--- src/sv/mcg_pkg.sv ---
`timescale 1ns / 1ps
// Shared types and constants for the motion collision guard.
// No dependencies; used by mcg_csr, mcg_decide and motion_collision_guard.
package mcg_pkg;

   // Sensor state codes as they arrive from the range sensors.
   localparam logic [1:0] ST_VALID = 2'd0;
   localparam logic [1:0] ST_CLEAR = 2'd1;

   // Sensor numbers reported in deciding_sensor.
   localparam logic [2:0] SNS_FRONT_LEFT  = 3'd0;
   localparam logic [2:0] SNS_FRONT_RIGHT = 3'd1;
   localparam logic [2:0] SNS_REAR_CENTER = 3'd2;
   localparam logic [2:0] SNS_REAR_LEFT   = 3'd3;
   localparam logic [2:0] SNS_REAR_RIGHT  = 3'd4;
   localparam logic [2:0] SNS_NONE        = 3'd5;
   localparam logic [2:0] SNS_GROUP       = 3'd6;

   // Guard modes.
   localparam logic [2:0] MODE_IDLE          = 3'd0;
   localparam logic [2:0] MODE_FORWARD       = 3'd1;
   localparam logic [2:0] MODE_REVERSE       = 3'd2;
   localparam logic [2:0] MODE_REVERSE_LEFT  = 3'd3;
   localparam logic [2:0] MODE_REVERSE_RIGHT = 3'd4;
   localparam logic [2:0] MODE_ROTATE_LEFT   = 3'd5;
   localparam logic [2:0] MODE_ROTATE_RIGHT  = 3'd6;

   // Guard actions.
   localparam logic [1:0] ACT_PASS = 2'd0;
   localparam logic [1:0] ACT_SLOW = 2'd1;
   localparam logic [1:0] ACT_STOP = 2'd2;

   // Reason codes.
   localparam logic [2:0] RSN_OK     = 3'd0;
   localparam logic [2:0] RSN_CLEAR  = 3'd1;
   localparam logic [2:0] RSN_SLOW   = 3'd2;
   localparam logic [2:0] RSN_STOP   = 3'd3;
   localparam logic [2:0] RSN_ALLINV = 3'd4;

   // Register indexes on the configuration port.
   localparam logic [2:0] REG_DRIVE_BAND          = 3'd0;
   localparam logic [2:0] REG_TURN_BAND           = 3'd1;
   localparam logic [2:0] REG_REVERSE_STOP_DIST   = 3'd2;
   localparam logic [2:0] REG_REVERSE_SLOW_DIST   = 3'd3;
   localparam logic [2:0] REG_REVERSE_SPEED_LIMIT = 3'd4;
   localparam logic [2:0] REG_ROTATE_STOP_DIST    = 3'd5;
   localparam logic [2:0] REG_ROTATE_SLOW_DIST    = 3'd6;
   localparam logic [2:0] REG_ROTATE_SPEED_LIMIT  = 3'd7;

   localparam int CsrIndexWidth = 3;
   localparam int CsrDataWidth  = 16;

   // Configuration register file contents.
   typedef struct packed {
      logic [14:0] drive_band;
      logic [14:0] turn_band;
      logic [15:0] reverse_stop_dist;
      logic [15:0] reverse_slow_dist;
      logic [14:0] reverse_speed_limit;
      logic [15:0] rotate_stop_dist;
      logic [15:0] rotate_slow_dist;
      logic [14:0] rotate_speed_limit;
   } cfg_type;

   // One command and sensor snapshot.
   typedef struct packed {
      logic signed [15:0] linear_velocity;
      logic signed [15:0] angular_velocity;
      logic [1:0]         front_left_state;
      logic [15:0]        front_left_dist;
      logic [1:0]         front_right_state;
      logic [15:0]        front_right_dist;
      logic [1:0]         rear_center_state;
      logic [15:0]        rear_center_dist;
      logic [1:0]         rear_left_state;
      logic [15:0]        rear_left_dist;
      logic [1:0]         rear_right_state;
      logic [15:0]        rear_right_dist;
   } req_type;

   // One guarded result.
   typedef struct packed {
      logic signed [15:0] gated_linear;
      logic signed [15:0] gated_angular;
      logic [2:0]         guard_mode;
      logic [1:0]         guard_action;
      logic               blocked;
      logic [2:0]         deciding_sensor;
      logic [15:0]        nearest_dist;
      logic               dist_known;
      logic [2:0]         reason;
   } rsp_type;

endpackage

--- src/sv/mcg_csr.sv ---
`timescale 1ns / 1ps
// Configuration register file of the motion collision guard.
// Depends on mcg_pkg for the register indexes and cfg_type.
module mcg_csr (
   input  logic                                clock,
   input  logic                                reset,
   input  logic                                csr_valid,
   output logic                                csr_ready,
   input  logic [mcg_pkg::CsrIndexWidth-1:0]   csr_index,
   input  logic [mcg_pkg::CsrDataWidth-1:0]    csr_wdata,
   output mcg_pkg::cfg_type                    cfg
);
   import mcg_pkg::*;

   cfg_type cfg_ff;
   cfg_type cfg_in;

   // Writes complete in the cycle they are offered.
   assign csr_ready = 1'b1;

   // Decode the register index and update the addressed field.
   always_comb begin
      cfg_in = cfg_ff;
      if (csr_valid) begin
         case (csr_index)
            REG_DRIVE_BAND:          cfg_in.drive_band          = csr_wdata[14:0];
            REG_TURN_BAND:           cfg_in.turn_band           = csr_wdata[14:0];
            REG_REVERSE_STOP_DIST:   cfg_in.reverse_stop_dist   = csr_wdata;
            REG_REVERSE_SLOW_DIST:   cfg_in.reverse_slow_dist   = csr_wdata;
            REG_REVERSE_SPEED_LIMIT: cfg_in.reverse_speed_limit = csr_wdata[14:0];
            REG_ROTATE_STOP_DIST:    cfg_in.rotate_stop_dist    = csr_wdata;
            REG_ROTATE_SLOW_DIST:    cfg_in.rotate_slow_dist    = csr_wdata;
            REG_ROTATE_SPEED_LIMIT:  cfg_in.rotate_speed_limit  = csr_wdata[14:0];
            default: cfg_in = cfg_ff;
         endcase
      end
   end

   // Register file with its power-on values.
   always_ff @(posedge clock) begin
      if (reset) begin
         cfg_ff.drive_band          <= 15'd10;
         cfg_ff.turn_band           <= 15'd50;
         cfg_ff.reverse_stop_dist   <= 16'd200;
         cfg_ff.reverse_slow_dist   <= 16'd500;
         cfg_ff.reverse_speed_limit <= 15'd100;
         cfg_ff.rotate_stop_dist    <= 16'd150;
         cfg_ff.rotate_slow_dist    <= 16'd400;
         cfg_ff.rotate_speed_limit  <= 15'd300;
      end else begin
         cfg_ff <= cfg_in;
      end
   end

   assign cfg = cfg_ff;

endmodule

--- src/sv/mcg_decide.sv ---
`timescale 1ns / 1ps
// Combinational guard decision for one command and sensor snapshot.
// Depends on mcg_pkg for req_type, cfg_type, rsp_type and the code constants.
module mcg_decide #(
   parameter int BACKUP_BAND = 10
) (
   input  mcg_pkg::req_type req,
   input  mcg_pkg::cfg_type cfg,
   output mcg_pkg::rsp_type rsp
);
   import mcg_pkg::*;

   localparam int RevFloorInt = -BACKUP_BAND;
   localparam logic signed [16:0] RevFloor = signed'(17'(RevFloorInt));

   logic signed [16:0] lin17;
   logic signed [16:0] ang17;
   logic [16:0]        alin;
   logic [16:0]        aang;
   logic signed [16:0] rot_db;
   logic               rotating;
   logic               reversing;
   logic               left;

   // Candidate sensors of the checked group, in priority order.
   logic [1:0]  slot_st [3];
   logic [15:0] slot_dist [3];
   logic [2:0]  slot_id [3];
   logic        slot_en [3];

   always_comb begin
      lin17     = {req.linear_velocity[15], req.linear_velocity};
      ang17     = {req.angular_velocity[15], req.angular_velocity};
      alin      = lin17[16] ? 17'(-lin17) : 17'(lin17);
      aang      = ang17[16] ? 17'(-ang17) : 17'(ang17);
      rot_db    = signed'({2'b00, cfg.turn_band});
      rotating  = (alin < {2'b00, cfg.drive_band}) &&
                  (aang > {2'b00, cfg.turn_band});
      reversing = lin17 < RevFloor;
      left      = ang17 > 17'sd0;
   end

   // Pick the sensors to check: the turning side, or the three rear ones.
   always_comb begin
      if (rotating) begin
         slot_st[0]   = left ? req.front_left_state : req.front_right_state;
         slot_dist[0] = left ? req.front_left_dist  : req.front_right_dist;
         slot_id[0]   = left ? SNS_FRONT_LEFT       : SNS_FRONT_RIGHT;
         slot_st[1]   = left ? req.rear_left_state  : req.rear_right_state;
         slot_dist[1] = left ? req.rear_left_dist   : req.rear_right_dist;
         slot_id[1]   = left ? SNS_REAR_LEFT        : SNS_REAR_RIGHT;
      end else begin
         slot_st[0]   = req.rear_center_state;
         slot_dist[0] = req.rear_center_dist;
         slot_id[0]   = SNS_REAR_CENTER;
         slot_st[1]   = req.rear_left_state;
         slot_dist[1] = req.rear_left_dist;
         slot_id[1]   = SNS_REAR_LEFT;
      end
      slot_st[2]   = req.rear_right_state;
      slot_dist[2] = req.rear_right_dist;
      slot_id[2]   = SNS_REAR_RIGHT;
      slot_en[0]   = 1'b1;
      slot_en[1]   = 1'b1;
      slot_en[2]   = !rotating;
   end

   // Nearest valid sensor, gating and result codes.
   always_comb begin
      logic        any_valid;
      logic        none_usable;
      logic [15:0] best_dist;
      logic [2:0]  best_id;
      logic [15:0] stop_d;
      logic [15:0] slow_d;
      logic signed [16:0] lim17;
      logic signed [16:0] floor17;

      any_valid   = 1'b0;
      none_usable = 1'b1;
      best_dist   = '0;
      best_id     = SNS_NONE;
      stop_d      = rotating ? cfg.rotate_stop_dist : cfg.reverse_stop_dist;
      slow_d      = rotating ? cfg.rotate_slow_dist : cfg.reverse_slow_dist;
      lim17       = signed'({2'b00, cfg.rotate_speed_limit});
      floor17     = -signed'({2'b00, cfg.reverse_speed_limit});

      // Strictly nearer replaces, so ties keep the earlier sensor.
      for (int i = 0; i < 3; i++) begin
         if (slot_en[i]) begin
            if (!slot_st[i][1]) begin
               none_usable = 1'b0;
            end
            if (slot_st[i] == ST_VALID && (!any_valid || slot_dist[i] < best_dist)) begin
               any_valid = 1'b1;
               best_dist = slot_dist[i];
               best_id   = slot_id[i];
            end
         end
      end

      rsp.gated_linear    = req.linear_velocity;
      rsp.gated_angular   = req.angular_velocity;
      rsp.guard_mode      = MODE_IDLE;
      rsp.guard_action    = ACT_PASS;
      rsp.blocked         = 1'b0;
      rsp.deciding_sensor = SNS_NONE;
      rsp.nearest_dist    = '0;
      rsp.dist_known      = 1'b0;
      rsp.reason          = RSN_OK;

      if (rotating || reversing) begin
         // Mode for the guarded motions.
         if (rotating) begin
            rsp.guard_mode = left ? MODE_ROTATE_LEFT : MODE_ROTATE_RIGHT;
         end else if (ang17 > rot_db) begin
            rsp.guard_mode = MODE_REVERSE_LEFT;
         end else if (ang17 < -rot_db) begin
            rsp.guard_mode = MODE_REVERSE_RIGHT;
         end else begin
            rsp.guard_mode = MODE_REVERSE;
         end

         // Classify against the stop and slow distances.
         if (none_usable) begin
            rsp.guard_action    = ACT_STOP;
            rsp.blocked         = 1'b1;
            rsp.deciding_sensor = SNS_GROUP;
            rsp.reason          = RSN_ALLINV;
         end else if (!any_valid) begin
            rsp.deciding_sensor = SNS_GROUP;
            rsp.reason          = RSN_CLEAR;
         end else begin
            rsp.deciding_sensor = best_id;
            rsp.nearest_dist    = best_dist;
            rsp.dist_known      = 1'b1;
            if (best_dist <= stop_d) begin
               rsp.guard_action = ACT_STOP;
               rsp.blocked      = 1'b1;
               rsp.reason       = RSN_STOP;
            end else if (best_dist <= slow_d) begin
               rsp.guard_action = ACT_SLOW;
               rsp.reason       = RSN_SLOW;
            end else begin
               rsp.reason = RSN_CLEAR;
            end
         end

         // Gate only the velocity of the guarded motion.
         if (rsp.guard_action == ACT_STOP) begin
            if (rotating) begin
               rsp.gated_angular = '0;
            end else begin
               rsp.gated_linear = '0;
            end
         end else if (rsp.guard_action == ACT_SLOW) begin
            if (rotating) begin
               if (signed'(aang) > lim17) begin
                  rsp.gated_angular = ang17[16] ? 16'(-lim17) : 16'(lim17);
               end
            end else if (lin17 < floor17) begin
               rsp.gated_linear = floor17[15:0];
            end
         end
      end else if (alin >= {2'b00, cfg.drive_band}) begin
         rsp.guard_mode = MODE_FORWARD;
      end
   end

endmodule

--- src/sv/motion_collision_guard.sv ---
`timescale 1ns / 1ps
// Top level of the motion collision guard: transfer pipeline around mcg_decide.
// Depends on mcg_pkg, mcg_csr and mcg_decide.
//
// Each accepted command and sensor snapshot produces exactly one guarded result,
// and a new snapshot can be accepted every cycle while req_stall is low. The
// snapshot is captured in an input register, judged by one pass of compare and
// select logic, and the result is held in an output register; req_stall rises
// only when both registers are full and rsp_stall holds the result. Configuration
// writes are always accepted and should be made while no transfer is in flight.
module motion_collision_guard #(
   parameter int BACKUP_BAND = 10
) (
   input  logic                              clock,
   input  logic                              reset,
   // Command and sensor snapshot
   input  logic                              req_valid,
   output logic                              req_stall,
   input  logic signed [15:0]                req_linear_velocity,
   input  logic signed [15:0]                req_angular_velocity,
   input  logic [1:0]                        req_front_left_state,
   input  logic [15:0]                       req_front_left_dist,
   input  logic [1:0]                        req_front_right_state,
   input  logic [15:0]                       req_front_right_dist,
   input  logic [1:0]                        req_rear_center_state,
   input  logic [15:0]                       req_rear_center_dist,
   input  logic [1:0]                        req_rear_left_state,
   input  logic [15:0]                       req_rear_left_dist,
   input  logic [1:0]                        req_rear_right_state,
   input  logic [15:0]                       req_rear_right_dist,
   // Guarded result
   output logic                              rsp_valid,
   input  logic                              rsp_stall,
   output logic signed [15:0]                rsp_gated_linear,
   output logic signed [15:0]                rsp_gated_angular,
   output logic [2:0]                        rsp_guard_mode,
   output logic [1:0]                        rsp_guard_action,
   output logic                              rsp_blocked,
   output logic [2:0]                        rsp_deciding_sensor,
   output logic [15:0]                       rsp_nearest_dist,
   output logic                              rsp_dist_known,
   output logic [2:0]                        rsp_reason,
   // Configuration writes
   input  logic                              csr_valid,
   output logic                              csr_ready,
   input  logic [mcg_pkg::CsrIndexWidth-1:0] csr_index,
   input  logic [mcg_pkg::CsrDataWidth-1:0]  csr_wdata
);
   import mcg_pkg::*;

   cfg_type cfg;
   req_type req_in;
   req_type req_ff;
   rsp_type rsp_in;
   rsp_type rsp_ff;
   logic    req_valid_ff;
   logic    rsp_valid_ff;
   logic    out_move;

   mcg_csr u_csr (
      .clock     (clock),
      .reset     (reset),
      .csr_valid (csr_valid),
      .csr_ready (csr_ready),
      .csr_index (csr_index),
      .csr_wdata (csr_wdata),
      .cfg       (cfg)
   );

   // Gather the snapshot ports into one word.
   always_comb begin
      req_in.linear_velocity   = req_linear_velocity;
      req_in.angular_velocity  = req_angular_velocity;
      req_in.front_left_state  = req_front_left_state;
      req_in.front_left_dist   = req_front_left_dist;
      req_in.front_right_state = req_front_right_state;
      req_in.front_right_dist  = req_front_right_dist;
      req_in.rear_center_state = req_rear_center_state;
      req_in.rear_center_dist  = req_rear_center_dist;
      req_in.rear_left_state   = req_rear_left_state;
      req_in.rear_left_dist    = req_rear_left_dist;
      req_in.rear_right_state  = req_rear_right_state;
      req_in.rear_right_dist   = req_rear_right_dist;
   end

   // The output register can load unless it holds a stalled result.
   assign out_move  = !(rsp_valid_ff && rsp_stall);
   assign req_stall = req_valid_ff && !out_move;

   // Input register stage.
   always_ff @(posedge clock) begin
      if (reset) begin
         req_valid_ff <= 1'b0;
      end else if (!req_stall) begin
         req_valid_ff <= req_valid;
      end
   end

   always_ff @(posedge clock) begin
      if (req_valid && !req_stall) begin
         req_ff <= req_in;
      end
   end

   mcg_decide #(
      .BACKUP_BAND (BACKUP_BAND)
   ) u_decide (
      .req (req_ff),
      .cfg (cfg),
      .rsp (rsp_in)
   );

   // Result register stage.
   always_ff @(posedge clock) begin
      if (reset) begin
         rsp_valid_ff <= 1'b0;
      end else if (out_move) begin
         rsp_valid_ff <= req_valid_ff;
      end
   end

   always_ff @(posedge clock) begin
      if (out_move && req_valid_ff) begin
         rsp_ff <= rsp_in;
      end
   end

   assign rsp_valid           = rsp_valid_ff;
   assign rsp_gated_linear    = rsp_ff.gated_linear;
   assign rsp_gated_angular   = rsp_ff.gated_angular;
   assign rsp_guard_mode      = rsp_ff.guard_mode;
   assign rsp_guard_action    = rsp_ff.guard_action;
   assign rsp_blocked         = rsp_ff.blocked;
   assign rsp_deciding_sensor = rsp_ff.deciding_sensor;
   assign rsp_nearest_dist    = rsp_ff.nearest_dist;
   assign rsp_dist_known      = rsp_ff.dist_known;
   assign rsp_reason          = rsp_ff.reason;

endmodule
--- config.mk ---
export PLATFORM = sky130hd
export DESIGN_NAME = motion_collision_guard
export DESIGN_NICKNAME = d
export VERILOG_FILES = /design/src/sv/mcg_pkg.sv /design/src/sv/mcg_csr.sv /design/src/sv/mcg_decide.sv /design/src/sv/motion_collision_guard.sv
export SDC_FILE = /design/constraint.sdc
export NUM_CORES = 1
export LEC_CHECK = 0
export BUFFER_PORTS_ARGS = -buffer_cell sky130_fd_sc_hd__clkbuf_2
export CORE_MARGIN = 2
export CORE_UTILIZATION = 50
export DETAILED_ROUTE_END_ITERATION = 8
export PLACE_DENSITY = 0.7
export SYNTH_ARGS = -nofsm -noshare
export SYNTH_HDL_FRONTEND = slang
export SYNTH_SLANG_ARGS = --single-unit
--- constraint.sdc ---
create_clock -name clock -period 13.25 [get_ports clock]
set_clock_uncertainty 0.1 [all_clocks]
set_input_delay 0.6625 -clock clock [delete_from_list [all_inputs] [get_ports clock]]
set_output_delay 0.6625 -clock clock [all_outputs]
set_load 0.01 [all_outputs]
==> impl_metrics.toml <==
[clock_network]
clock_sinks = 308
ctsHoldBuffers = 0
cts_buffers = 35
cts_buffer_depth = 3
worstSkewPairLatency_ps = 560
clk_pin_slew_ps = 60
cts_tree = "yes"
ctsHtreeMaxLevel = 2
root_buffer = "clkbuf_16"

[flow_run]
cap_violations = 0

[global_route]
gr-total-overflow = 0
met2_usage_pct = 43.79
grt_max_degree = 89
grt-busiest-layer = "met2"
antenna_found_initial = 1
met1_usage_pct = 33.06
first_global_vias = 13390
grt.total_usage_pct = 25.77
met3_usage_pct = 3.901
grt_pass1_wl_um = 72370

[synth]
ys_ff_latch = 308
synth_edf_count = 182
syn_inst = 1770
netlist.area_leader.share_pct = 31.47
synthesis.area_um2 = 17370
yosysTopAreaCell = "edfxtp_1"
synth-warning-count = 0
synthesis.nets = 2074
ys.flop_type = "edfxtp_1"
synth.avg_cell_area_um2 = 9.811
synth_seq_area_share_pct = 46.00
synth.area.top_cells = "edfxtp_1 (31%), dfxtp_1 (15%), ha_1 (11%), nand2_1 (6.7%), a21oi_1 (4.5%)"
ys_async_sr_fraction_pct = 0
ys_types = 70

[sta]
tightest_slew_ps = 1244
finalMaxSlewViolations = 0
slew_headroom_pct = 16.78
finalSetupViolations = 0
post-route-min-period_ps = 12220
fmax_mhz = 81.83
hold_violations = 0
finalCritPeriodShare_pct = 92.22
final.setup.tns_ps = 0
rsz0062_at_grt = "false"

[power]
leakage_nw = 8.067
power_frac_clock_pct = 37.5
power_frac_seq_pct = 42.6
internal_power_mw = 1.865
ir_drop_v = 0.0001393
switching_share_pct = 28.22
comb_power_share_pct = 19.8
powerDensity_nw_per_um2 = 129.9
p_switching_mw = 0.7334

[final_layout]
drive_gt1_share_pct = 17.11
seq_area_um2 = 7988
fillers = 2909
nNetsFinal = 2258
final_cells = 2437
multi_input_area_um2 = 8727
area_growth_pct = 15.20

[floorplanning]
start_util_pct = 50.52
die_area_um2 = 36240
num_rows = 68
core-area_um2 = 34370
ios = 210
die_h_um = 190.4
die_w_um = 190.4

[worst_setup_path]
cp_slowest_cell = "edfxtp_1"
worstPathArrival_ps = 12420
crit_required_ps = 13450
crit_path_max_fanout = 16
critPathKind = "flip-flop to flip-flop"
crit_top_cell = "a21o_1"
critPathMaxStageDelay_ps = 530
cp-start-kind = "flip-flop"
endpoint_kind = "flip-flop"

[routing]
first_iter_violations = 935
drc = 0
routed_wl_um = 47330
dr_total_vias = 13860
ant_nets = 0
first_pass_iters = 5
via_per_inst = 5.689
wl_per_cell_um = 19.42

[placed_design]
dp_hpwl_um = 34690
gp_congestion = 0.9611
placedCellCount = 2369
io_buffers = 208

[min_path]
hold_path.class = "input pin to flip-flop"

[status]
status = "complete, no violations"
[logic make-up after synthesis]
| family | synth area share, % |
|---|---|
| fa+ha+maj | 11.38 |
| compound gates | 14.13 |
| simple gates | 16.49 |
| buf+inv | 4.078 |
| mux | 4.676 |
| flops | 46.00 |
| other cells | 0.02159 |
| xor+xnor | 3.228 |
[power by group through the flow]
stage	clock network (mW)	registers [mW]	logic [mW]
floorplan	0	1.13	0.344
global placement	0	1.13	0.492
detailed placement	0	1.13	0.502
CTS	0.990	1.11	0.507
global route	1.03	1.11	0.571
finish	0.976	1.11	0.515
[worst paths after layout]
check	from	endpoint	slack, ps	depth (start not counted)
setup / recovery	req_ff[92]	rsp_gated_angular[15]	1030	48
hold / removal	req_rear_center_dist[4]	req_ff[40]	190	1
setup reg to reg	req_ff[92]	rsp_gated_angular[15]	1030	48
hold reg to reg	u_csr.cfg[75]	u_csr.cfg[75]	350	2
[layout by cell type, fill, tap and decap left out, drive strengths merged, types with 5 or more instances in the layout]
cell type	Yosys	routed
nand2	311	311
clkbuf	63	257
edfxtp	182	182
a21oi	161	161
ha	158	158
dfxtp	126	126
inv	90	91
nor2	86	87
xnor2	54	54
mux2i	53	53
o21ai	46	46
a21o	38	38
nand4	36	36
nor3	36	36
o2bb2ai	28	28
nand3	26	26
nand3b	26	26
mux2	25	25
o21a	22	22
buf	20	22
nor4	21	21
a211oi	20	20
nor2b	20	20
nand2b	16	16
xor2	10	10
o31ai	10	10
or3	9	9
clkinv	0	9
a21boi	8	8
a211o	6	6
or4	5	5
a31oi	5	5
o41ai	5	5
o211ai	5	5
[sequential cells by signal, summed over array words and instances (netlist names)]
register	cells
rsp_valid	1
rsp_guard_action	2
rsp_gated_linear	16
rsp_guard_mode	3
rsp_dist_known	1
rsp_gated_angular	16
rsp_reason	3
u_csr.cfg	124
req_valid_ff	1
req_ff	122
rsp_nearest_dist	16
rsp_deciding_sensor	3
[cell type report]
class,instances,area share (%)
Clock inverter,14,0.6880
Clock buffer,50,5.147
Antenna cell,1,0.01251
Multi-Input combinational cell,1290,43.62
Tap cell,455,2.846
Inverter,90,1.689
Timing Repair Buffer,229,6.067
Sequential cell,308,39.93
[per-layer routing]
metal | up-vias | part of all wire [%]
met5 | - | 0
met4 | 0 | 3.9
met3 | 97 | 5.3
met2 | 392 | 48
met1 | 6625 | 43
li1 | 6750 | -
[worst max-delay path, delay by kind of cell (launching register included)]
| family | cells | cell delay (ps) |
|---|---|---|
| AOI/OAI and AO/OA | 26 | 5610 |
| xor gates and xnor gates | 1 | 190 |
| adders and majority gates | 4 | 1150 |
| buffers and inverters | 4 | 650 |
| DFF | 1 | 530 |
| muxes | 1 | 370 |
| and+or+nand+nor | 12 | 3360 |
[synth_stat cells (all sizes together), types with 9 or more instances]
| master | n |
|---|---|
| nand2b | 16 |
| o21a | 22 |
| ha | 158 |
| o2bb2ai | 28 |
| nor2b | 20 |
| nor3 | 36 |
| buf | 20 |
| dfxtp | 126 |
| inv | 90 |
| a211oi | 20 |
| o31ai | 10 |
| nand4 | 36 |
| nand3 | 26 |
| nor4 | 21 |
| mux2 | 25 |
| nand3b | 26 |
| o21ai | 46 |
| a21o | 38 |
| xnor2 | 54 |
| nand2 | 311 |
| mux2i | 53 |
| clkbuf | 63 |
| or3 | 9 |
| nor2 | 86 |
| edfxtp | 182 |
| a21oi | 161 |
| xor2 | 10 |
[metrics by stage]
| stage | cell area (um^2) | hold WS (ps) | utilization [%] | setup WS, ps | power (mW) |
|---|---|---|---|---|---|
| 2_1_floorplan | 17370 | 335.7 | - | 2259 | 1.471 |
| 3_3_place_gp | 18780 | 340.7 | 54.64 | 962.1 | 1.618 |
| 3_5_place_dp | 18780 | 346.1 | 54.64 | 677.2 | 1.629 |
| 4_1_cts | 19950 | 166.8 | 58.04 | 619.0 | 2.605 |
| 5_1_grt | 20010 | 171.2 | 58.20 | 150.3 | 2.710 |
| 6_report | 20010 | 185.6 | 58.20 | 1030 | 2.599 |
[what timing repair did]
item / CTS / global route
endpoints found under the setup margin: 0 / 32
resized for setup: 0 / 4
setup buffers: 0 / 2
endpoints found under the hold margin: 0 / 0
Power figures use the tool's default switching activity.
